File: config.mk
export PLATFORM = sky130hd
export DESIGN_NAME = bsd_front
export DESIGN_NICKNAME = d
export VERILOG_FILES = /design/src/rtl/base58_string_decoder_unit_assert.svh /design/src/rtl/bsd_pkg.sv /design/src/rtl/bsd_front.sv
export SDC_FILE = /design/constraint.sdc
export NUM_CORES = 2
export LEC_CHECK = 0
export BUFFER_PORTS_ARGS = -buffer_cell sky130_fd_sc_hd__buf_4
export CAP_MARGIN = 20
export CORE_ASPECT_RATIO = 0.6
export CORE_UTILIZATION = 50
export CTS_CLUSTER_DIAMETER = 120
export DETAILED_ROUTE_END_ITERATION = 10
export PLACE_DENSITY = 0.71
export SYNTH_ARGS = -nofsm -noshare
export SYNTH_HDL_FRONTEND = slang
export SYNTH_SLANG_ARGS = --single-unit
File: constraint.sdc
create_clock -name clk -period 11.9 [get_ports clk]
set_clock_uncertainty 0.15 [all_clocks]
set_input_delay 2.975 -clock clk [delete_from_list [all_inputs] [get_ports clk]]
set_output_delay 2.975 -clock clk [all_outputs]
set_load 0.05 [all_outputs]
File: src/rtl/base58_string_decoder_unit_assert.svh
// ----------------------------------------------------------------------------
// base58 string decoder assertion macros
// concurrent checks, clocked on the rising edge and idle while in reset
// ----------------------------------------------------------------------------
`ifndef BASE58_STRING_DECODER_UNIT_ASSERT_SVH
`define BASE58_STRING_DECODER_UNIT_ASSERT_SVH

`ifndef SYNTHESIS
// check with an explicit clock and active-low reset
`define BSD_ASSERT_ON(lbl, ck, rn, prop) \
    lbl: assert property (@(posedge ck) disable iff (!rn) prop) \
        else $error("base58 decoder check failed");
// check on the local clk and rst_n
`define BSD_ASSERT(lbl, prop) `BSD_ASSERT_ON(lbl, clk, rst_n, prop)
`else
`define BSD_ASSERT_ON(lbl, ck, rn, prop)
`define BSD_ASSERT(lbl, prop)
`endif

`endif

File: src/rtl/bsd_pkg.sv
// ----------------------------------------------------------------------------
// bsd_pkg
// shared constants, types and the base58 alphabet map of the string decoder
// ----------------------------------------------------------------------------
`default_nettype none

package bsd_pkg;

    // default configuration
    localparam int OUT_BYTES_DEF   = 25;
    localparam int MIN_CHARS_DEF   = 5;
    localparam int MAX_CHARS_DEF   = 40;
    localparam int QUEUE_DEPTH_DEF = 2;

    // stream widths
    localparam int IN_DATA_W    = 8;
    localparam int OUT_DATA_W   = 16;
    localparam int BYTE_INDEX_W = 5;

    // exact code of a leading one character
    localparam logic [7:0] CHAR_ONE = 8'h31;

    typedef struct packed {
        logic       valid;
        logic [5:0] value;
    } digit_t;

    // bitcoin alphabet: 1-9 A-H J-N P-Z a-k m-z
    function automatic digit_t digit_of(input logic [6:0] c);
        digit_t d;
        d.valid = 1'b1;
        d.value = 6'd0;
        if (c >= 7'h31 && c <= 7'h39)
            d.value = 6'(c - 7'h31);
        else if (c >= 7'h41 && c <= 7'h48)
            d.value = 6'(c - 7'h41 + 7'd9);
        else if (c >= 7'h4A && c <= 7'h4E)
            d.value = 6'(c - 7'h4A + 7'd17);
        else if (c >= 7'h50 && c <= 7'h5A)
            d.value = 6'(c - 7'h50 + 7'd22);
        else if (c >= 7'h61 && c <= 7'h6B)
            d.value = 6'(c - 7'h61 + 7'd33);
        else if (c >= 7'h6D && c <= 7'h7A)
            d.value = 6'(c - 7'h6D + 7'd44);
        else
            d.valid = 1'b0;
        return d;
    endfunction

endpackage

`default_nettype wire

File: src/rtl/bsd_front.sv
// ----------------------------------------------------------------------------
// bsd_front
// takes characters, maps them to digits and folds them into a carry-save
// accumulator; the final state of each string is pushed as one record
// ----------------------------------------------------------------------------
`default_nettype none

module bsd_front #(
    parameter int MAX_CHARS = 40,
    parameter int ACC_W     = 240,
    parameter int CNT_W     = 6
) (
    input  wire logic                                  clk,
    input  wire logic                                  rst_n,
    input  wire logic                                  s_axis_tvalid,
    output logic                                       s_axis_tready,
    input  wire logic [bsd_pkg::IN_DATA_W-1:0]         s_axis_tdata,   // char_code[7:0]
    input  wire logic                                  s_axis_tlast,
    output logic                                       rec_push,
    output logic [2*ACC_W+2*CNT_W:0]                   rec_data,
    input  wire logic                                  rec_room
);
    import bsd_pkg::*;

    localparam logic [CNT_W-1:0] CNT_CAP = CNT_W'(MAX_CHARS + 1);

    logic [ACC_W-1:0] sum_reg, sum_next;
    logic [ACC_W-1:0] cy_reg, cy_next;
    logic             bad_reg, bad_next;
    logic [CNT_W-1:0] cnt_reg, cnt_next;
    logic [CNT_W-1:0] ones_reg, ones_next;
    logic             lead_reg, lead_next;

    logic             fire;
    digit_t           dig;
    logic [ACC_W-1:0] t0, t1, t2, t3, t4, t5;
    logic [ACC_W-1:0] s1, c1, s2, c2, s3, c3, s4, c4;

    assign s_axis_tready = rec_room;
    assign fire          = s_axis_tvalid && rec_room;
    assign dig           = digit_of(s_axis_tdata[6:0]);

    // acc * 58 + d as 64a - 8a + 2a on both carry-save halves, two +1s folded in
    always_comb
    begin
        t0 = (sum_reg << 6) | ACC_W'(dig.value);
        t1 = ~(sum_reg << 3);
        t2 = sum_reg << 1;
        t3 = (cy_reg << 6) | ACC_W'(2);
        t4 = ~(cy_reg << 3);
        t5 = cy_reg << 1;
        s1 = t0 ^ t1 ^ t2;
        c1 = ((t0 & t1) | (t0 & t2) | (t1 & t2)) << 1;
        s2 = t3 ^ t4 ^ t5;
        c2 = ((t3 & t4) | (t3 & t5) | (t4 & t5)) << 1;
        s3 = s1 ^ c1 ^ s2;
        c3 = ((s1 & c1) | (s1 & s2) | (c1 & s2)) << 1;
        s4 = s3 ^ c3 ^ c2;
        c4 = ((s3 & c3) | (s3 & c2) | (c3 & c2)) << 1;
    end

    // per-string counters and flags
    always_comb
    begin
        sum_next  = dig.valid ? s4 : sum_reg;
        cy_next   = dig.valid ? c4 : cy_reg;
        bad_next  = bad_reg || !dig.valid;
        cnt_next  = (cnt_reg < CNT_CAP) ? cnt_reg + CNT_W'(1) : cnt_reg;
        ones_next = ones_reg;
        lead_next = 1'b0;
        if (lead_reg && s_axis_tdata == CHAR_ONE)
        begin
            lead_next = 1'b1;
            if (ones_reg < CNT_CAP)
                ones_next = ones_reg + CNT_W'(1);
        end
    end

    // record of a finished string
    assign rec_push = fire && s_axis_tlast;
    assign rec_data = {ones_next, cnt_next, bad_next, cy_next, sum_next};

    // string state, cleared after the last character
    always_ff @(posedge clk or negedge rst_n)
    begin
        if (!rst_n)
        begin
            sum_reg  <= '0;
            cy_reg   <= '0;
            bad_reg  <= 1'b0;
            cnt_reg  <= '0;
            ones_reg <= '0;
            lead_reg <= 1'b1;
        end
        else if (fire)
        begin
            if (s_axis_tlast)
            begin
                sum_reg  <= '0;
                cy_reg   <= '0;
                bad_reg  <= 1'b0;
                cnt_reg  <= '0;
                ones_reg <= '0;
                lead_reg <= 1'b1;
            end
            else
            begin
                sum_reg  <= sum_next;
                cy_reg   <= cy_next;
                bad_reg  <= bad_next;
                cnt_reg  <= cnt_next;
                ones_reg <= ones_next;
                lead_reg <= lead_next;
            end
        end
    end

endmodule

`default_nettype wire

==> impl_results.md <==
- Run status: finished clean
- Gr usage total: 29.8%
- Max Cap Violations: 0
- Hold Vio Cnt, Final: 0
- Via count: 32300
- Tightest Pin Transition: 1220 ps
- Yosys warnings: 0
- H-tree depth: 2
- GRT overflow: 0
- Final Cycle Share: 85.4%
- Post-CTS Resized: 0
- Synth cell types: 66
- Count leader, synth: inv_1
- Initial DRC count: 2808
- First-pass GRT wire length: 221 mm
- HP Class: reg2reg
- Fin util: 57.8%
- Post-synth top area cell: fa_1
- Clk root buf: clkbuf_16
- Arrival @ worst endpoint: 7040 ps
- Final WS setup: 1740 ps
- Post-Synthesis Cell Area: 49000 sq um
- Routability cong.: 0.978
- Ys flop type: dfrtp_1
- Initial antenna violation count: 0
- Required time of the critical path: 8780 ps
- Fin crit period: 10160 ps
- Drt pass-1 iters: 5
- Die ar.: 99200 sq um
- Synth Register Bits: 494
- Syn-to-layout area delta: 14.0%
- Diodes inserted: 0
- Startpoint types: input port
- Slew headroom: 18.7%
- Post-synthesis async set-or-reset flop share: 100%
- Filler cell count: 7951
- Routed Antenna Nets: 0
- Starting Density: 50.7%
- Worst-Skew Late Latency: 660 ps
- Share of the synthesized area in the top cell type: 38.6%
- NumNets Final: 5590
- DRC viols: 0
- Setup slack, reg-to-reg: 8760 ps
- Critical Path Sink Type: output port
- Clk sink count: 494
- Final hold slack: 348 ps
- Fmax: 98.4 MHz
- Place WS: 1800 ps
- CTS tree: built
- Postcts setup bufs: 0
- CTS Buffer Depth: 3
- Share of cells above drive strength 1: 18.7%
- Vias in the first global route: 33900
- Drt via density: 5.43
- Core area: 96600 sq um
- Cts hold-fix bufs: 0
- # rows: 88
- Critical setup path kind: in2out
- Seq/Total Area, Yosys: 25.3%
- Die Wd: 406 microns
- Chip height: 244 microns
- Final slew viol count: 0
- Wire length per cell: 24.0 microns
- I/O pin count: 508
- PortBufs: 507
- TNS Setup: 0 ps
- Top post-synthesis cells by count: inv_1, fa_1, dfrtp_1
- CTS buffer count: 55
- Post-synth EDFFs: 0
- Final WL: 143 mm
- Post-DP HPWL: 115 mm
- Syn Inst Count: 4194
- Worst-path fanout max: 8
- Worst-path clk slew: 70 ps
- Mean Syn Cell Area: 11.7 sq um
- Post-synthesis net count: 5175
- RSZ-0062 raised after global routing: no
- Largest net degree at the start of global routing: 206
- Final setup fails: 0
- Synth area leaders: fa_1, dfrtp_1, inv_1, a22o_1, mux2_1
## layout by cell type, fill, tap and decap left out, types with 15 or more instances in the layout
cell type and n:
dfrtp_1 493, mux2_2 103, buf_4 519, mux2_4 124, mux2_1 248, clkbuf_16 56
a22o_1 481, nand2_1 17, fa_1 943, a21oi_1 16, ha_1 25, inv_1 1428
xnor2_1 15, nor2_1 21
## per-layer routing
layer  up-vias  part of all wire, %  GRT usage, %
met3       172                  8.1          6.23
met5         -                    0             0
met1     17300                   48          48.2
li1      13600                    -             -
met4         0                  2.9          7.38
met2      1273                   41          40.3
## cells by family (layout without fill, tap and decap cells)
group / count (synthesis) / count (layout) / synth area share, %
fa+ha+maj: 968 / 968 / 39.2
buf+inv: 1601 / 2057 / 12.7
compound gates: 546 / 546 / 9.61
mux: 476 / 476 / 11.9
flops: 494 / 494 / 25.3
xor+xnor: 19 / 19 / 0.340
simple gates: 90 / 90 / 1.03
## critical path: stages
cell     delay, ps
buf_4          140
inv_1          180
ha_1           320
a21bo_1        370
a211o_1        390
nand2_1        170
nand4_1        120
a31o_2         260
a22o_1         190
fa_1           450
fa_1           500
inv_1           50
fa_1           420
mux2_2         290
buf_4          200
## cell type report
type | count | area [sq um] | share of cell area [%]
clock buffers | 70 | 1540 | 2.77
clock inverters | 28 | 380 | 0.681
inverters | 1428 | 5360 | 9.60
multi-input cells | 2099 | 30400 | 54.5
flip-flops and latches | 494 | 12400 | 22.1
well taps | 1305 | 1630 | 2.93
repair buffers | 531 | 4130 | 7.40
## through the flow
stage | std cells | area, sq um
after global placement | 5857 | 53900
after floorplan | 4194 | 49000
after detailed placement | 5857 | 53900
final | 5955 | 55800
after global routing | 5955 | 55800
after CTS | 5955 | 55800
## worst paths after layout
kind | from | end | cells after the start
max in group asynchronous | rst_n | cy_reg[46] | 2
worst min register to register | bad_reg | bad_reg | 2
worst min-delay path | bad_reg | bad_reg | 2
worst max register to register | cy_reg[81] | sum_reg[87] | 7
worst max-delay path | s_axis_tdata[1] | rec_data[4] | 15
min in group asynchronous | rst_n | cy_reg[4] | 1
Power is not shown: default switching activity piles up to over one toggle a cycle in this logic, so the estimate is an artifact.
