## src/rtl/base58_string_decoder_unit_assert.svh

```systemverilog
// ----------------------------------------------------------------------------
// base58 string decoder assertion macros
// concurrent checks, clocked on the rising edge and idle while in reset
// ----------------------------------------------------------------------------
`ifndef BASE58_STRING_DECODER_UNIT_ASSERT_SVH
`define BASE58_STRING_DECODER_UNIT_ASSERT_SVH

`ifndef SYNTHESIS
// check with an explicit clock and active-low reset
`define BSD_ASSERT_ON(lbl, ck, rn, prop) \
    lbl: assert property (@(posedge ck) disable iff (!rn) prop) \
        else $error("base58 decoder check failed");
// check on the local clk and rst_n
`define BSD_ASSERT(lbl, prop) `BSD_ASSERT_ON(lbl, clk, rst_n, prop)
`else
`define BSD_ASSERT_ON(lbl, ck, rn, prop)
`define BSD_ASSERT(lbl, prop)
`endif

`endif

```

## src/rtl/bsd_queue.sv

```systemverilog
// ----------------------------------------------------------------------------
// bsd_queue
// short first-in first-out queue of string records between front and back
// ----------------------------------------------------------------------------
`default_nettype none

`include "base58_string_decoder_unit_assert.svh"

module bsd_queue #(
    parameter int DATA_W = 8,
    parameter int DEPTH  = 2
) (
    input  wire logic              clk,
    input  wire logic              rst_n,
    input  wire logic              push,
    input  wire logic [DATA_W-1:0] push_data,
    output logic                   room,
    input  wire logic              pop,
    output logic [DATA_W-1:0]      head_data,
    output logic                   head_valid
);
    localparam int PTR_W = (DEPTH > 1) ? $clog2(DEPTH) : 1;
    localparam int CNT_W = $clog2(DEPTH + 1);
    localparam logic [PTR_W-1:0] PTR_LAST = PTR_W'(DEPTH - 1);
    localparam logic [CNT_W-1:0] CNT_FULL = CNT_W'(DEPTH);

    logic [DATA_W-1:0] entry_reg [DEPTH];
    logic [PTR_W-1:0]  wr_ptr_reg, wr_ptr_next;
    logic [PTR_W-1:0]  rd_ptr_reg, rd_ptr_next;
    logic [CNT_W-1:0]  count_reg, count_next;

    assign room       = (count_reg != CNT_FULL);
    assign head_valid = (count_reg != '0);
    assign head_data  = entry_reg[rd_ptr_reg];

    // pointer wrap and occupancy
    always_comb
    begin
        wr_ptr_next = wr_ptr_reg;
        rd_ptr_next = rd_ptr_reg;
        count_next  = count_reg;
        if (push)
            wr_ptr_next = (wr_ptr_reg == PTR_LAST) ? '0 : wr_ptr_reg + PTR_W'(1);
        if (pop)
            rd_ptr_next = (rd_ptr_reg == PTR_LAST) ? '0 : rd_ptr_reg + PTR_W'(1);
        if (push && !pop)
            count_next = count_reg + CNT_W'(1);
        else if (pop && !push)
            count_next = count_reg - CNT_W'(1);
    end

    always_ff @(posedge clk or negedge rst_n)
    begin
        if (!rst_n)
        begin
            wr_ptr_reg <= '0;
            rd_ptr_reg <= '0;
            count_reg  <= '0;
        end
        else
        begin
            wr_ptr_reg <= wr_ptr_next;
            rd_ptr_reg <= rd_ptr_next;
            count_reg  <= count_next;
        end
    end

    // entry storage
    always_ff @(posedge clk)
    begin
        if (push)
            entry_reg[wr_ptr_reg] <= push_data;
    end

    `BSD_ASSERT(a_count_bound, count_reg <= CNT_FULL)
    `BSD_ASSERT(a_no_push_full, push |-> count_reg < CNT_FULL)
    `BSD_ASSERT(a_no_pop_empty, pop |-> count_reg != '0)
    `BSD_ASSERT(a_count_tracks, (push && !pop) |=> count_reg == $past(count_reg) + CNT_W'(1))

endmodule

`default_nettype wire

```

## config.mk

```make
export PLATFORM = sky130hd
export DESIGN_NAME = bsd_queue
export DESIGN_NICKNAME = d
export VERILOG_FILES = /design/src/rtl/bsd_queue.sv
export VERILOG_INCLUDE_DIRS = /design/src /design/src/rtl
export SDC_FILE = /design/constraint.sdc
export NUM_CORES = 1
export LEC_CHECK = 0
export BUFFER_PORTS_ARGS = -buffer_cell sky130_fd_sc_hd__buf_2
export CAP_MARGIN = 20
export CORE_UTILIZATION = 49
export CTS_CLUSTER_SIZE = 30
export DETAILED_ROUTE_END_ITERATION = 16
export HOLD_SLACK_MARGIN = 0.15
export PLACE_DENSITY = 0.84
export SYNTH_ARGS = -nofsm -noshare
export SYNTH_HDL_FRONTEND = slang
export SYNTH_SLANG_ARGS = --single-unit
```

## constraint.sdc

```tcl
create_clock -name clk -period 1.6 [get_ports clk]
set_clock_uncertainty 0.1 [all_clocks]
set_input_delay 0.08 -clock clk [delete_from_list [all_inputs] [get_ports clk]]
set_output_delay 0.08 -clock clk [all_outputs]
set_load 0.005 [all_outputs]
```

==> report_table.html <==
<table>
<tr><th>Metric</th><th>Value</th></tr>
<tr><th colspan="2">Detailed routing</th></tr>
<tr><td>DR vias</td><td>453</td></tr>
<tr><td>Detailed-route vias per instance</td><td>4.77</td></tr>
<tr><td>Routed Wire Length</td><td>1160 um</td></tr>
<tr><td>Number of DRC violations after detailed-routing iteration 0</td><td>6</td></tr>
<tr><td>DR pass1 iterations</td><td>2</td></tr>
<tr><td>Average wire per cell in the routed design</td><td>12.2 um</td></tr>
<tr><td>Number of remaining DRC errors</td><td>0</td></tr>
<tr><td>Count of nets left with antenna violations after detail routing</td><td>0</td></tr>
<tr><th colspan="2">Setup path</th></tr>
<tr><td>Buf/Inv on CP</td><td>1</td></tr>
<tr><td>Critical Path End Type</td><td>primary output</td></tr>
<tr><td>Required time at the endpoint of the critical path</td><td>1.42 ns</td></tr>
<tr><td>R2R Setup Slk</td><td>0.42 ns</td></tr>
<tr><td>Critical Path Start</td><td>rd_ptr_reg$_DFFE_PN0P_</td></tr>
<tr><td>Crit Path Category</td><td>reg -&gt; out</td></tr>
<tr><td>Critical path depth in cells</td><td>2</td></tr>
<tr><td>Worst path cell trace</td><td>mux2_4 -&gt; buf_2</td></tr>
<tr><td>Capture point of the worst reg-to-reg path</td><td>entry_reg[1][0]$_DFFE_PP_</td></tr>
<tr><td>Source of the worst register-to-register timing path</td><td>wr_ptr_reg$_DFFE_PN0P_</td></tr>
<tr><td>Reg2Reg Depth</td><td>1</td></tr>
<tr><td>Crit-path max cell delay</td><td>0.54 ns</td></tr>
<tr><td>Largest fanout of any net on the critical path</td><td>9</td></tr>
<tr><td>Kind of cell with the highest combined delay on the critical path</td><td>flip-flops</td></tr>
<tr><td>CP Data Arrival Time</td><td>1.28 ns</td></tr>
<tr><td>Startpoint class of the critical path</td><td>flip-flop</td></tr>
<tr><td>End of the critical path</td><td>head_data[2]</td></tr>
<tr><td>Master of the slowest instance on the critical path</td><td>dfrtp_2</td></tr>
<tr><th colspan="2">GRT</th></tr>
<tr><td>Largest net degree at the start of global routing</td><td>12</td></tr>
<tr><td>Initial antenna violation count</td><td>0</td></tr>
<tr><td>Vias in the first global route</td><td>486</td></tr>
<tr><td>Remaining global-route overflow</td><td>0</td></tr>
<tr><td>First-pass GRT wire length</td><td>1980 um</td></tr>
<tr><td>Gr usage total</td><td>0.152</td></tr>
<tr><th colspan="2">Timing</th></tr>
<tr><td>Slew margin rel.</td><td>0.754</td></tr>
<tr><td>Number of hold-slack violations in the final timing report</td><td>0</td></tr>
<tr><td>Period minus WS final</td><td>1.46 ns</td></tr>
<tr><td>Summed negative setup slack over all endpoints</td><td>0 ns</td></tr>
<tr><td>Final clock period utilization by the worst path</td><td>0.912</td></tr>
<tr><td>Unrepaired setup endpoints after global routing</td><td>false</td></tr>
<tr><td>Slew @ Worst Pin</td><td>0.369 ns</td></tr>
<tr><td>Final setup violation count</td><td>0</td></tr>
<tr><td>Final worst setup slack</td><td>0.141 ns</td></tr>
<tr><td>Maximum frequency from static timing analysis</td><td>685 MHz</td></tr>
<tr><td>Max Transition Viols Final</td><td>0</td></tr>
<tr><th colspan="2">Finish</th></tr>
<tr><td>Highest-count cells in the layout ignoring fill and taps</td><td>21 x buf_2, 16 x edfxtp_1, 12 x dlygate4sd3_1, 8 x mux2_4, 4 x xor2_1</td></tr>
<tr><td>Proportion of layout cells with a drive suffix above 1</td><td>0.443</td></tr>
<tr><td>Area added between synthesis and finish</td><td>34.5%</td></tr>
<tr><td>Total number of nets in the final design</td><td>93</td></tr>
<tr><td>Inserted Diodes</td><td>0</td></tr>
<tr><td>Flip-flop count of the largest register, all copies and words added</td><td>16</td></tr>
<tr><td>Post-layout instance count excluding filler cells</td><td>95</td></tr>
<tr><td>Most common cell after layout, fill and taps aside</td><td>buf_2</td></tr>
<tr><td>Finished layout cell area</td><td>1080 um^2</td></tr>
<tr><th colspan="2">Place</th></tr>
<tr><td>Gp weighted congestion</td><td>0.607</td></tr>
<tr><td>Number of buffers inserted by port buffering</td><td>21</td></tr>
<tr><td>Final HPWL from detailed placement</td><td>786 um</td></tr>
<tr><td>Placed Area</td><td>930 um^2</td></tr>
<tr><td>Count of placed standard cells including taps</td><td>79</td></tr>
<tr><td>Post-Place Worst Slack</td><td>0.317 ns</td></tr>
<tr><th colspan="2">Flow run</th></tr>
<tr><td>Reported max-cap violation count</td><td>0</td></tr>
<tr><th colspan="2">CTS</th></tr>
<tr><td>Number of CTS-inserted buffers</td><td>3</td></tr>
<tr><td>Clock network latency to the later pin of the worst-skew pair</td><td>0.29 ns</td></tr>
<tr><td>Total clock sinks</td><td>20</td></tr>
<tr><td>Clock root buffer master</td><td>clkbuf_4</td></tr>
<tr><td>TritonCTS clock tree</td><td>done</td></tr>
<tr><td>Worst-path clk slew</td><td>0.11 ns</td></tr>
<tr><td>Number of H-tree levels</td><td>1</td></tr>
<tr><td>Post-CTS setup buffer count</td><td>0</td></tr>
<tr><td>Max Buffers Root-to-Sink</td><td>2</td></tr>
<tr><th colspan="2">Synthesis</th></tr>
<tr><td>Count of state elements after synthesis</td><td>20</td></tr>
<tr><td>Cell count after synthesis</td><td>41</td></tr>
<tr><td>YS warnings</td><td>0</td></tr>
<tr><td>Net count after synthesis</td><td>54</td></tr>
<tr><td>Post-synth design cell area</td><td>801 um^2</td></tr>
<tr><td>Mean Syn Cell Area</td><td>19.5 um^2</td></tr>
<tr><td>Number of unique standard cell types used by synthesis</td><td>13</td></tr>
<tr><td>Share of synthesized area occupied by flip-flops and latches</td><td>0.725</td></tr>
<tr><th colspan="2">Floorplanning</th></tr>
<tr><td>Total die area</td><td>1800 um^2</td></tr>
<tr><td>Initial core utilization</td><td>0.525</td></tr>
<tr><td>Die Span X</td><td>42.4 um</td></tr>
<tr><td>Chip Height</td><td>42.4 um</td></tr>
<tr><td>I/O pin total</td><td>22</td></tr>
<tr><td>Core footprint</td><td>1520 um^2</td></tr>
<tr><td>Count of standard-cell rows</td><td>14</td></tr>
<tr><th colspan="2">Power</th></tr>
<tr><td>Max IR drop VDD</td><td>0.993 mV</td></tr>
<tr><td>Power density over the cells</td><td>1410 nW/um^2</td></tr>
<tr><td>Leakage dissipation</td><td>0.462 nW</td></tr>
<tr><td>Power after layout</td><td>1.52 mW</td></tr>
<tr><th colspan="2">Worst hold path</th></tr>
<tr><td>Classification of the worst-slack hold path</td><td>reg -&gt; reg</td></tr>
<tr><th colspan="2">Outcome</th></tr>
<tr><td>Status</td><td>completed</td></tr>
</table>
kinds of logic (layout without fill, tap and decap cells):
group	Yosys count	in the layout	synth area share
xor gates and xnor gates	5	5	0.0547
adders and majority gates	1	1	0.0156
buffers and inverters	2	40	0.0187
DFF	20	20	0.725
muxes	8	8	0.150
and+or+nand+nor	5	5	0.0360
synth_stat cells:
cell type | instances | area share
edfxtp_1 | 16 | 0.60
xor2_1 | 4 | 0.044
ha_1 | 1 | 0.016
mux2_4 | 8 | 0.15
buf_6 | 1 | 0.014
inv_1 | 1 | 0.0047
xnor2_1 | 1 | 0.011
and2_1 | 1 | 0.0078
nor2b_1 | 1 | 0.0078
dfrtp_1 | 4 | 0.13
or2_1 | 1 | 0.0078
nor2_1 | 1 | 0.0047
nand2b_1 | 1 | 0.0078
metrics by stage:
step	utilization	hold slack [ns]
6_report	0.707	0.389
4_1_cts	0.707	0.395
5_1_grt	0.707	0.403
3_5_place_dp	0.610	-0.212
3_3_place_gp	0.610	-0.214
2_1_floorplan	-	-0.316
final cells by class:
cell class,count,area [um^2]
Sequential cell,20,582
Fill cell,100,447
Timing Repair Buffer,35,240
Multi-Input combinational cell,19,205
Clock buffer,4,26.3
Tap cell,16,20.0
Inverter,1,3.75
per-layer routing:
| layer | share of wire | GRT usage | vias up |
|---|---|---|---|
| li1 | - | - | 223 |
| met1 | 0.39 | 0.157 | 218 |
| met2 | 0.58 | 0.289 | 12 |
| met3 | 0.031 | 0.0388 | 0 |
| met4 | 0 | 0.0563 | 0 |
| met5 | 0 | 0 | - |
worst min path at each step:
stage,start,end,depth (start not counted)
2_1_floorplan,rst_n,count_reg[0]$_DFFE_PN0P_,0
5_1_grt,push_data[3],entry_reg[0][3]$_DFFE_PP_,2
4_1_cts,wr_ptr_reg$_DFFE_PN0P_,wr_ptr_reg$_DFFE_PN0P_,1
6_report,wr_ptr_reg$_DFFE_PN0P_,wr_ptr_reg$_DFFE_PN0P_,1
3_3_place_gp,rst_n,count_reg[1]$_DFFE_PN0P_,1
3_5_place_dp,rst_n,count_reg[1]$_DFFE_PN0P_,1
timing repair:
item                                    4_1_cts  5_1_grt
endpoints found under the setup margin        8        0
hold buffers                                 12        0
hold endpoints to repair                     23        0
gates resized for setup                       1        0
where the power goes:
part,total (mW),switching [mW],internal [mW],leakage [nW]
clock,0.234,0.137,0.0967,0.0150
combinational,0.464,0.151,0.313,0.252
sequential,0.825,0.115,0.710,0.196
(Power assumes the default switching activity.)
