==> src/rtl/base58_string_decoder_unit_assert.svh <==
// ----------------------------------------------------------------------------
// base58 string decoder assertion macros
// concurrent checks, clocked on the rising edge and idle while in reset
// ----------------------------------------------------------------------------
`ifndef BASE58_STRING_DECODER_UNIT_ASSERT_SVH
`define BASE58_STRING_DECODER_UNIT_ASSERT_SVH

`ifndef SYNTHESIS
// check with an explicit clock and active-low reset
`define BSD_ASSERT_ON(lbl, ck, rn, prop) \
    lbl: assert property (@(posedge ck) disable iff (!rn) prop) \
        else $error("base58 decoder check failed");
// check on the local clk and rst_n
`define BSD_ASSERT(lbl, prop) `BSD_ASSERT_ON(lbl, clk, rst_n, prop)
`else
`define BSD_ASSERT_ON(lbl, ck, rn, prop)
`define BSD_ASSERT(lbl, prop)
`endif

`endif

==> src/rtl/bsd_pkg.sv <==
// ----------------------------------------------------------------------------
// bsd_pkg
// shared constants, types and the base58 alphabet map of the string decoder
// ----------------------------------------------------------------------------
`default_nettype none

package bsd_pkg;

    // default configuration
    localparam int OUT_BYTES_DEF   = 25;
    localparam int MIN_CHARS_DEF   = 5;
    localparam int MAX_CHARS_DEF   = 40;
    localparam int QUEUE_DEPTH_DEF = 2;

    // stream widths
    localparam int IN_DATA_W    = 8;
    localparam int OUT_DATA_W   = 16;
    localparam int BYTE_INDEX_W = 5;

    // exact code of a leading one character
    localparam logic [7:0] CHAR_ONE = 8'h31;

    typedef struct packed {
        logic       valid;
        logic [5:0] value;
    } digit_t;

    // bitcoin alphabet: 1-9 A-H J-N P-Z a-k m-z
    function automatic digit_t digit_of(input logic [6:0] c);
        digit_t d;
        d.valid = 1'b1;
        d.value = 6'd0;
        if (c >= 7'h31 && c <= 7'h39)
            d.value = 6'(c - 7'h31);
        else if (c >= 7'h41 && c <= 7'h48)
            d.value = 6'(c - 7'h41 + 7'd9);
        else if (c >= 7'h4A && c <= 7'h4E)
            d.value = 6'(c - 7'h4A + 7'd17);
        else if (c >= 7'h50 && c <= 7'h5A)
            d.value = 6'(c - 7'h50 + 7'd22);
        else if (c >= 7'h61 && c <= 7'h6B)
            d.value = 6'(c - 7'h61 + 7'd33);
        else if (c >= 7'h6D && c <= 7'h7A)
            d.value = 6'(c - 7'h6D + 7'd44);
        else
            d.valid = 1'b0;
        return d;
    endfunction

endpackage

`default_nettype wire

==> src/rtl/bsd_back.sv <==
// ----------------------------------------------------------------------------
// bsd_back
// resolves a string record, checks it and sends the 25-byte result or a
// single failure result
// ----------------------------------------------------------------------------
`default_nettype none

`include "base58_string_decoder_unit_assert.svh"

module bsd_back #(
    parameter int OUT_BYTES = 25,
    parameter int MIN_CHARS = 5,
    parameter int MAX_CHARS = 40,
    parameter int ACC_W     = 240,
    parameter int CNT_W     = 6
) (
    input  wire logic                              clk,
    input  wire logic                              rst_n,
    input  wire logic                              rec_valid,
    output logic                                   rec_pop,
    input  wire logic [2*ACC_W+2*CNT_W:0]          rec_data,
    output logic                                   m_axis_tvalid,
    input  wire logic                              m_axis_tready,
    output logic [bsd_pkg::OUT_DATA_W-1:0]         m_axis_tdata,  // out_byte[7:0], byte_index[12:8]
    output logic                                   m_axis_tuser,  // ok
    output logic                                   m_axis_tlast
);
    import bsd_pkg::*;

    localparam int BYTE_W = 8 * OUT_BYTES;
    localparam int IDX_W  = (OUT_BYTES > 1) ? $clog2(OUT_BYTES) : 1;
    localparam logic [IDX_W-1:0] IDX_LAST = IDX_W'(OUT_BYTES - 1);

    typedef enum logic [2:0] {
        ST_IDLE  = 3'b001,
        ST_CHECK = 3'b010,
        ST_EMIT  = 3'b100
    } back_state_t;

    back_state_t      state_reg, state_next;
    logic [ACC_W-1:0] val_reg;
    logic             bad_reg;
    logic [CNT_W-1:0] cnt_reg;
    logic [CNT_W-1:0] ones_reg;
    logic             ok_reg;
    logic [IDX_W-1:0] idx_reg;

    logic [ACC_W-1:0] rec_sum, rec_cy;
    logic             rec_bad;
    logic [CNT_W-1:0] rec_cnt, rec_ones;
    logic             m_fire, m_last, load, check_ok;
    logic [7:0]       out_byte;

    // record fields
    assign rec_sum  = rec_data[ACC_W-1:0];
    assign rec_cy   = rec_data[2*ACC_W-1:ACC_W];
    assign rec_bad  = rec_data[2*ACC_W];
    assign rec_cnt  = rec_data[2*ACC_W+CNT_W:2*ACC_W+1];
    assign rec_ones = rec_data[2*ACC_W+2*CNT_W:2*ACC_W+CNT_W+1];

    // result handshake
    assign m_fire  = m_axis_tvalid && m_axis_tready;
    assign m_last  = !ok_reg || (idx_reg == IDX_LAST);
    assign load    = rec_valid && ((state_reg == ST_IDLE) ||
                                   (state_reg == ST_EMIT && m_fire && m_last));
    assign rec_pop = load;

    // validity: flags, length range, no overflow and ones plus significant bytes exact
    always_comb
    begin
        int ones_i;
        logic nz;
        ones_i   = int'(ones_reg);
        check_ok = !bad_reg && int'(cnt_reg) >= MIN_CHARS &&
                   int'(cnt_reg) <= MAX_CHARS &&
                   (val_reg[ACC_W-1:BYTE_W] == '0) && ones_i <= OUT_BYTES;
        for (int j = 0; j < OUT_BYTES; j++)
        begin
            nz = |val_reg[8*j +: 8];
            if (j + ones_i >= OUT_BYTES && nz)
                check_ok = 1'b0;
            if (j + ones_i == OUT_BYTES - 1 && !nz)
                check_ok = 1'b0;
        end
    end

    // sequencing
    always_comb
    begin
        state_next = state_reg;
        unique case (state_reg)
            ST_IDLE:
                if (load)
                    state_next = ST_CHECK;
            ST_CHECK:
                state_next = ST_EMIT;
            ST_EMIT:
                if (m_fire && m_last)
                    state_next = load ? ST_CHECK : ST_IDLE;
            default:
                state_next = ST_IDLE;
        endcase
    end

    always_ff @(posedge clk or negedge rst_n)
    begin
        if (!rst_n)
        begin
            state_reg <= ST_IDLE;
            ok_reg    <= 1'b0;
            idx_reg   <= '0;
        end
        else
        begin
            state_reg <= state_next;
            if (load)
                idx_reg <= '0;
            else if (m_fire && !m_last)
                idx_reg <= idx_reg + IDX_W'(1);
            if (state_reg == ST_CHECK)
                ok_reg <= check_ok;
        end
    end

    // resolved value, shifted out most significant byte first
    always_ff @(posedge clk)
    begin
        if (load)
        begin
            val_reg  <= rec_sum + rec_cy;
            bad_reg  <= rec_bad;
            cnt_reg  <= rec_cnt;
            ones_reg <= rec_ones;
        end
        else if (m_fire && !m_last)
            val_reg <= val_reg << 8;
    end

    // result fields
    assign out_byte      = ok_reg ? val_reg[BYTE_W-1 -: 8] : 8'd0;
    assign m_axis_tvalid = (state_reg == ST_EMIT);
    assign m_axis_tdata  = {3'b000, BYTE_INDEX_W'(idx_reg), out_byte};
    assign m_axis_tuser  = ok_reg;
    assign m_axis_tlast  = m_last;

    `BSD_ASSERT(a_fail_index_zero, (m_axis_tvalid && !ok_reg) |-> idx_reg == '0)
    `BSD_ASSERT(a_index_bound, idx_reg <= IDX_LAST)
    `BSD_ASSERT(a_pop_has_data, rec_pop |-> rec_valid)
    `BSD_ASSERT(a_check_to_emit, (state_reg == ST_CHECK) |=> state_reg == ST_EMIT)
    `BSD_ASSERT(a_end_to_idle, (m_fire && m_last && !rec_valid) |=> state_reg == ST_IDLE)

endmodule

`default_nettype wire

==> config.mk <==
export PLATFORM = sky130hd
export DESIGN_NAME = bsd_back
export DESIGN_NICKNAME = d
export VERILOG_FILES = /design/src/rtl/bsd_pkg.sv /design/src/rtl/bsd_back.sv
export VERILOG_INCLUDE_DIRS = /design/src /design/src/rtl
export SDC_FILE = /design/constraint.sdc
export NUM_CORES = 1
export LEC_CHECK = 0
export BUFFER_PORTS_ARGS = -buffer_cell sky130_fd_sc_hd__buf_2
export CAP_MARGIN = 20
export CORE_ASPECT_RATIO = 1.25
export CORE_MARGIN = 2
export CORE_UTILIZATION = 35
export DETAILED_ROUTE_END_ITERATION = 8
export GPL_TIMING_DRIVEN = 0
export PLACE_DENSITY = 0.59
export SETUP_SLACK_MARGIN = 0.4
export SLEW_MARGIN = 20
export SYNTH_ARGS = -nofsm -noshare
export SYNTH_HDL_FRONTEND = slang
export SYNTH_SLANG_ARGS = --single-unit
==> constraint.sdc <==
create_clock -name clk -period 53 [get_ports clk]
set_input_delay 2.65 -clock clk [delete_from_list [all_inputs] [get_ports clk]]
set_output_delay 2.65 -clock clk [all_outputs]
set_load 0.02 [all_outputs]
==> results of run 1 <==
cells by family after synthesis:
logic type	after synthesis	synth area share (%)
AOI/OAI and AO/OA	1477	29.2
and+or+nand+nor	1451	22.1
buffers and inverters	299	3.90
adders and majority gates	267	11.0
xor gates and xnor gates	266	7.69
DFF	262	25.8
muxes	6	0.219
other	1	0.0124
per-layer routing:
metal / share of wire (%) / GRT usage (%)
met5: 0.020 / 0
met4: 5.5 / 14.4
met3: 5.7 / 2.78
met2: 49 / 51.6
met1: 39 / 34.5
synth_stat cells, types with 12 or more instances:
library cell	number	area, µm²
sky130_fd_sc_hd__o21ai_1	37	185
sky130_fd_sc_hd__nand2b_1	20	125
sky130_fd_sc_hd__or4_1	23	173
sky130_fd_sc_hd__nor3_1	73	365
sky130_fd_sc_hd__xor2_1	96	841
sky130_fd_sc_hd__nor4_1	83	519
sky130_fd_sc_hd__o31a_1	12	105
sky130_fd_sc_hd__a211oi_1	13	97.6
sky130_fd_sc_hd__nand4_1	159	995
sky130_fd_sc_hd__buf_2	26	130
sky130_fd_sc_hd__o31ai_1	26	195
sky130_fd_sc_hd__or3_1	22	138
sky130_fd_sc_hd__and2_1	15	93.8
sky130_fd_sc_hd__ha_1	266	3330
sky130_fd_sc_hd__a221oi_1	15	131
sky130_fd_sc_hd__a21o_1	113	848
sky130_fd_sc_hd__nor2b_1	26	163
sky130_fd_sc_hd__a21oi_1	486	2430
sky130_fd_sc_hd__o21ai_0	487	2440
sky130_fd_sc_hd__xnor2_1	170	1490
sky130_fd_sc_hd__nand3_1	36	180
sky130_fd_sc_hd__o211ai_1	16	120
sky130_fd_sc_hd__nor2_1	301	1130
sky130_fd_sc_hd__clkbuf_1	170	638
sky130_fd_sc_hd__inv_1	90	338
sky130_fd_sc_hd__a21boi_0	17	128
sky130_fd_sc_hd__o21bai_1	83	623
sky130_fd_sc_hd__edfxtp_1	253	7600
sky130_fd_sc_hd__a31oi_1	30	188
sky130_fd_sc_hd__or2_2	14	87.6
sky130_fd_sc_hd__nand2_1	635	2380
sky130_fd_sc_hd__and3_1	13	81.3
sky130_fd_sc_hd__o21a_1	42	315
how the worst max path moves through the flow:
stage	startpoint	endpoint	slack [ps]	depth (start not counted)
after floorplan	m_axis_tready	val_reg[0]	32390	2
after global placement	m_axis_tready	val_reg[2]	25020	3
after detailed placement	m_axis_tready	rec_pop	45200	10
after CTS	m_axis_tready	rec_pop	45190	10
after global routing	m_axis_tready	rec_pop	45130	10
final	m_axis_tready	rec_pop	45260	10
area by class of cell:
type                            count  area, µm²
Multi-Input combinational cell   3470      21400
Fill cell                        9107      49900
Tap cell                         1159       1450
Sequential cell                   262       7820
Clock buffer                       42        902
Clock inverter                     20        234
Buffer                            206        837
Timing Repair Buffer              529       2920
Inverter                           93        349
critical path: cells and delay by family:
kind            cells  cell delay, ps
simple gates        2             150
buf+inv             7            1870
compound gates      1             380
cells in the final DEF, fill, tap and decap left out, types with 42 or more instances in the layout:
master | synthesis | routed
sky130_fd_sc_hd__clkbuf_1 | 170 | 174
sky130_fd_sc_hd__a21oi_1 | 486 | 486
sky130_fd_sc_hd__nor2_1 | 301 | 301
sky130_fd_sc_hd__nor4_1 | 83 | 82
sky130_fd_sc_hd__a21o_1 | 113 | 113
sky130_fd_sc_hd__o21a_1 | 42 | 42
sky130_fd_sc_hd__buf_2 | 26 | 541
sky130_fd_sc_hd__o21bai_1 | 83 | 83
sky130_fd_sc_hd__nand4_1 | 159 | 159
sky130_fd_sc_hd__xnor2_1 | 170 | 170
sky130_fd_sc_hd__o21ai_0 | 487 | 486
sky130_fd_sc_hd__nor3_1 | 73 | 72
sky130_fd_sc_hd__nand2_1 | 635 | 635
sky130_fd_sc_hd__xor2_1 | 96 | 96
sky130_fd_sc_hd__inv_1 | 90 | 90
sky130_fd_sc_hd__edfxtp_1 | 253 | 253
sky130_fd_sc_hd__ha_1 | 266 | 266
power groups by stage:
stage	clock network (µW)	registers (µW)	logic, µW
6_report	239	374	545
2_1_floorplan	0	403	333
3_5_place_dp	0	377	536
3_3_place_gp	0	438	512
5_1_grt	250	380	594
4_1_cts	242	373	538
per-stage QoR:
| stage | instance area (µm²) | setup WS, ps |
|---|---|---|
| after CTS | 35900 | 45190 |
| final | 35900 | 45260 |
| after global placement | 34300 | 25020 |
| after global routing | 35900 | 45130 |
| after detailed placement | 34700 | 45200 |
| after floorplan | 30300 | 32390 |
==> run summary, run 1 <==
For this configuration, the core starts out at a cell density of 35.4%. In this run the worst path has a maximum fanout of 20. The design draws 1160 µW.

Final net count: 5360. The pre-antenna-repair detailed-routing pass consisted of 5 iterations. After global routing the overflow that remains totals 0.

Slowest library cell on the worst path: sky130_fd_sc_hd__clkbuf_1. The number of top-level pins was 517; the mean instance size in the synthesized netlist was 7.52 µm². Summing over every cut layer, the via total after detailed routing is 33700. Cells fill 41.8% of the core in the end.

TritonCTS built the clock tree. The worst setup path is captured at an output pin. Per report_power, the clock group accounts for 20.6% of the total. Buffers inserted during clock tree synthesis total 34.

The floorplan step defined a die boundary enclosing 0.0890 mm². For this run, the leading register cell type out of synthesis is sky130_fd_sc_hd__edfxtp_1. Worst path arrival time: 5090 ps. Flip-flop count of the largest register after layout: 240. The tools report the number of sinks handled by clock tree synthesis as 262.

Timing would allow up to 0.129 GHz. For the pin with the worst max-slew slack, the measured transition is 1170 ps. The cell sitting at the root of the clock tree is a sky130_fd_sc_hd__clkbuf_16. Number of global-route vias before repair: 32900. The sum of negative setup slack is 0 ps.

The total wire length after detailed routing was 135000 µm. Global routing consumed, over all layers together, 29.0% of the routing resources. Hold violation count in the final report: 0. After synthesis, the netlist uses 101 different library cells. Classification of the worst setup path: in -> out. 0 antenna diodes ended up in the layout.

The tools report the final-report setup violation count as 0. Final period demand of the worst path: 7740 ps. The largest incremental delay on the critical path works out to 490 ps.

Sequential element share of the synthesized area: 25.8%. For the clock latency on the worst-skew pair, the log shows 570 ps. The start point of the worst hold path is val_reg[168].

The logs give 0 for the max-capacitance violation count and 0 for the post-route DRC violation count. The sequential power share was 32.3%; the fraction of final layout cells with drive strength greater than 1 was 14.8%. Combinational logic is responsible for 47.1% of the overall power. The run finished with clean final reports. Data on the critical path is required at its endpoint by 50350 ps.

The number of placement rows was 120; the final cycle utilization of the critical path was 14.6%. Placer's final routability congestion estimate: 1.01. On the final layout, the worst clock skew is 17.3 ps. After clock tree synthesis, the flow added hold-fix buffers numbering 0.

The clock input transition at the sequential cells of the worst setup and hold paths was 60 ps; the share of synthesized flip-flops with an asynchronous set or reset was 3.44%. The internal power of the cells totals 659 µW. The logs give 21.1% for the worst slew margin relative to its limit and 541 ps for the post-route worst hold slack. The first global-routing pass estimated 196000 µm of wire.

Traced cell by cell, the critical path runs through buf_2, nand2_1, nor3b_1, o21ai_2, clkbuf_1, inv_1, clkbuf_2, clkbuf_2, buf_12, buf_2. The worst register-to-register path has a depth of 17. Startpoint class of the critical path: an input pin.

The core region is 0.0857 mm². The number of cells after detailed placement is 5718, and the post-synthesis to final-layout area growth is 18.3%. Counting flops with a built-in enable in the synthesized netlist gives 253. The number of setup buffers added after CTS is 0. For the netlist area before placement, the log shows 0.0303 mm². Dividing the detail-routed via count by the number of cells gives 5.84. In this run the worst hold path is classified as reg -> reg. The final HPWL from detailed placement was 114000 µm. The count of port buffers added during placement was 513; the worst hold path stage count was 2.

The x dimension of the die was 267 µm; the total power per unit cell area was 32.3 mW/mm². The logs give 499 µW for the net switching power and 0.0143 µW for the leakage dissipation. The logs give 4029 for the number of instances in the synthesized netlist and 2725 for the detailed router's first-iteration violation count. Once detail routing completed, the nets flagged for antenna violations numbered 0. The die outline height was 333 µm. The worst hold path terminates at val_reg[176]. Counting along the longest clock path gives a buffer depth of 3.

After the flow finishes, the layout carries non-filler instances totaling 5781. Across all register-to-register paths, the minimum setup slack is 47770 ps. The switching part of the total is 43.1%.

The number of synthesized register bits was 262. The largest voltage drop on the vdd net is 0.0196 mV, and the total of cells resized after clock tree synthesis is 0. Entering global routing, the biggest net connects 26 pins.

Dividing the detail-routed wire length by the instance count gives 23.3 µm. The Yosys step of the flow raised 0 warnings. End of the worst register-to-register path: val_reg[3]. The initial antenna violation count was 3; the number of max-slew violations in the final report was 0. The tools report the launch point of the worst reg-to-reg path as idx_reg[0]. Setup repair after global routing left no endpoint under its margin. The run gives 2 as the number of levels the H-tree was split into.
(Power assumes the default switching activity.)
==> inputs of run 2 (changes only) <==
- PLACE_DENSITY: 0.59 -> 0.61
- clock period: 53 -> 6.5 ns (I/O delays scaled with it)
==> run summary, run 2 (synthesized netlist as in run 1, its figures left out) <==
The number of levels the H-tree was split into came out at 1. The worst hold path stage count works out to 4. Between clock sinks in the finished design, the worst skew comes to 29.3 ps. At the pin with the least slew margin, the transition time is 1200 ps. For this design the ratio of total power to cell area is 258 mW/mm². STA classifies the critical path endpoint as a register. After detailed placement, the total cell area comes to 0.0347 mm². The final-report setup violation count was 0; the area of the multi-input gates was 0.0214 mm². For the number of max-slew violations in the final report, the log shows 0. For the final net count, the log shows 5368.

In the global route stage, met3 resource usage came out at 2.46%. In this run the static leakage power is 0.0143 µW. The clock passes through at most 3 buffers. The tools report the initial antenna violation count as 2.

Startpoint class of the critical path: a register. For the number of global-route vias before repair, the log shows 32600. The worst hold path begins at m_axis_tready. The total wire length after detailed routing came out at 133000 µm.

For this block, the initial DRC count from the detailed router was 2793. Setup repair after global routing left no endpoint under its margin. The overall power was 9270 µW. The slowest library cell on the worst path was sky130_fd_sc_hd__edfxtp_1. The logs give 35.3% for the met1 capacity usage during global routing and 113000 µm for the final HPWL from detailed placement. After detailed routing, the number of remaining DRC violations is 0. The worst path arrival time is 5770 ps, and the largest incremental delay on the critical path is 750 ps.

The most used cell along the critical path was sky130_fd_sc_hd__clkbuf_1. For the number of clock buffers inserted by TritonCTS, the log shows 30. The run gives 33700 as the total number of vias. From left edge to right edge, the die measures 267 µm. The tools report the global-route wire length before repair as 195000 µm. The destination of the worst hold path was state_reg[2].

After detailed routing, the average wire length per cell comes to 23.0 µm. Global routing used 28.6% of the available tracks. Static timing analysis puts the maximum clock frequency at 0.189 GHz. The number of setup buffers added after CTS is 0. The number of top-level pins was 517. The worst register-to-register path ends at m_axis_tuser.

The register with the most flip-flops in the layout has 240 of them. After detailed routing, the number of vias per cell comes to 5.83. The critical path in this run is classified as reg -> reg. For this configuration, the core starts out at a cell density of 35.4%. During placement, the flow inserted port buffers numbering 513. Traced cell by cell, the critical path runs through clkbuf_1, inv_1, ha_1, clkbuf_1, nand2b_1, nor2b_1, a32oi_1, nor4_1, nand3_1, a221oi_1, nand4_1, o31ai_1. Leaving out fill and tap cells, the most frequent cells in the layout are sky130_fd_sc_hd__nand2_1 (635), sky130_fd_sc_hd__buf_2 (539), sky130_fd_sc_hd__a21oi_1 (486), sky130_fd_sc_hd__o21ai_0 (486), sky130_fd_sc_hd__nor2_1 (301). In this run the standard cell core region covers 0.0857 mm². Compared with the post-synthesis result, the final layout area differs by 18.5%.

The layer carrying the most global-route usage was met2. Counting the fill cells in the layout gives 8989. Class of the worst hold path: in -> reg.

The max-capacitance violation count is 0. Total die area: 0.0890 mm². The number of cells on the worst reg-to-reg path is 12.

TritonCTS built the clock tree. The tools report the launch point of the worst reg-to-reg path as ones_reg[2]. The final critical path takes up 81.6% of the cycle.

The tools report the area taken by flip-flops and latches as 0.00782 mm². The final design instance area without fill is 0.0359 mm², and the die outline height is 333 µm. The later pin in the worst-skew pair is clocked with a latency of 600 ps.

The tree is rooted in a sky130_fd_sc_hd__clkbuf_16. Of the cells placed in the final design, the portion with a size suffix greater than 1 is 14.7%. At the worst endpoint, the required time is 6960 ps.

CTS saw 262 sinks. The most common cell after layout, fill and taps aside is sky130_fd_sc_hd__nand2_1. Entering global routing, the biggest net connects 26 pins.

The worst register-to-register path has a setup slack of 1200 ps. Fraction of met2 tracks used by global routing: 49.8%. The flow ran to the end, and the final reports show no timing, DRC or antenna violations.

The detailed-routing iteration count for the pre-antenna-repair pass came out at 6. Clock-pin slew was measured on the worst setup and hold paths at 60 ps. The hold violation count in the final report is 0. Maximum fanout along the worst path: 10.

The worst slew margin relative to its limit came out at 18.9%. VDD sags by at most 0.193 mV. The final period demand of the worst path works out to 5300 ps.

For the total global routing overflow, the log shows 0. Routability-driven placement finished with a final weighted congestion of 0.993. Row generation in the floorplan step produced 120 rows. The post-detailed-route count of antenna-violating nets was 0.
-- run 2: worst max-delay path by stage --
stage                       startpoint      endpoint  slack (ps)  cells after the start
after floorplan             idx_reg[0]    val_reg[0]        1020                      5
after global placement    m_axis_tuser    val_reg[6]       -2030                      8
after detailed placement   rec_data[3]  val_reg[223]        1180                     16
after CTS                  ones_reg[2]  m_axis_tuser        1190                     12
after global routing       ones_reg[2]  m_axis_tuser         820                     12
final                      ones_reg[2]  m_axis_tuser        1200                     12
-- run 2: stage by stage --
| step | TNS, ps | instances | util, % | worst slack, ps | hold slack (ps) |
|---|---|---|---|---|---|
| 2_1_floorplan | 0 | 4031 | - | 1020 | 29.4 |
| 3_3_place_gp | -477820 | 5703 | 40.1 | -2030 | 190 |
| 3_5_place_dp | 0 | 5717 | 40.5 | 1180 | 199 |
| 4_1_cts | 0 | 5787 | 41.9 | 1190 | 56.2 |
| 5_1_grt | 0 | 5787 | 41.9 | 818 | 103 |
| 6_report | 0 | 5790 | 41.9 | 1200 | 83.6 |
-- run 2: cell type report --
class	count	share of cell area [%]
Clock buffer	32	2.11
Clock inverter	24	0.749
Antenna cell	3	0.0209
Inverter	93	0.972
Sequential cell	262	21.8
Multi-Input combinational cell	3470	59.5
Timing Repair Buffer	541	8.50
Tap cell	1159	4.04
Buffer	206	2.33
-- run 2: layer usage --
| layer | part of all wire [%] | wire [µm] |
|---|---|---|
| met3 | 6.1 | 8120 |
| met5 | 0 | 0 |
| met4 | 5.6 | 7450 |
| met2 | 48 | 63900 |
| met1 | 40 | 53600 |
-- run 2: what timing repair did --
item	in CTS	in global routing
endpoints found under the hold margin	22	0
gates resized for setup	0	0
hold buffers	14	0
setup endpoints to repair	0	0
-- run 2: critical path: cells and delay by family (launching register included) --
family	cells	cell delay, ps
simple gates	5	1850
fa+ha+maj	1	290
compound gates	3	1050
flops	1	750
buf+inv	3	1250
-- run 2: report_power, final --
part	switching [µW]	leakage (µW)	internal [µW]	total [µW]
logic	2950	0.0113	1490	4430
registers	323	0.00251	2730	3060
clock network	738	0.000485	1050	1780
total	4010	0.0143	5270	9270
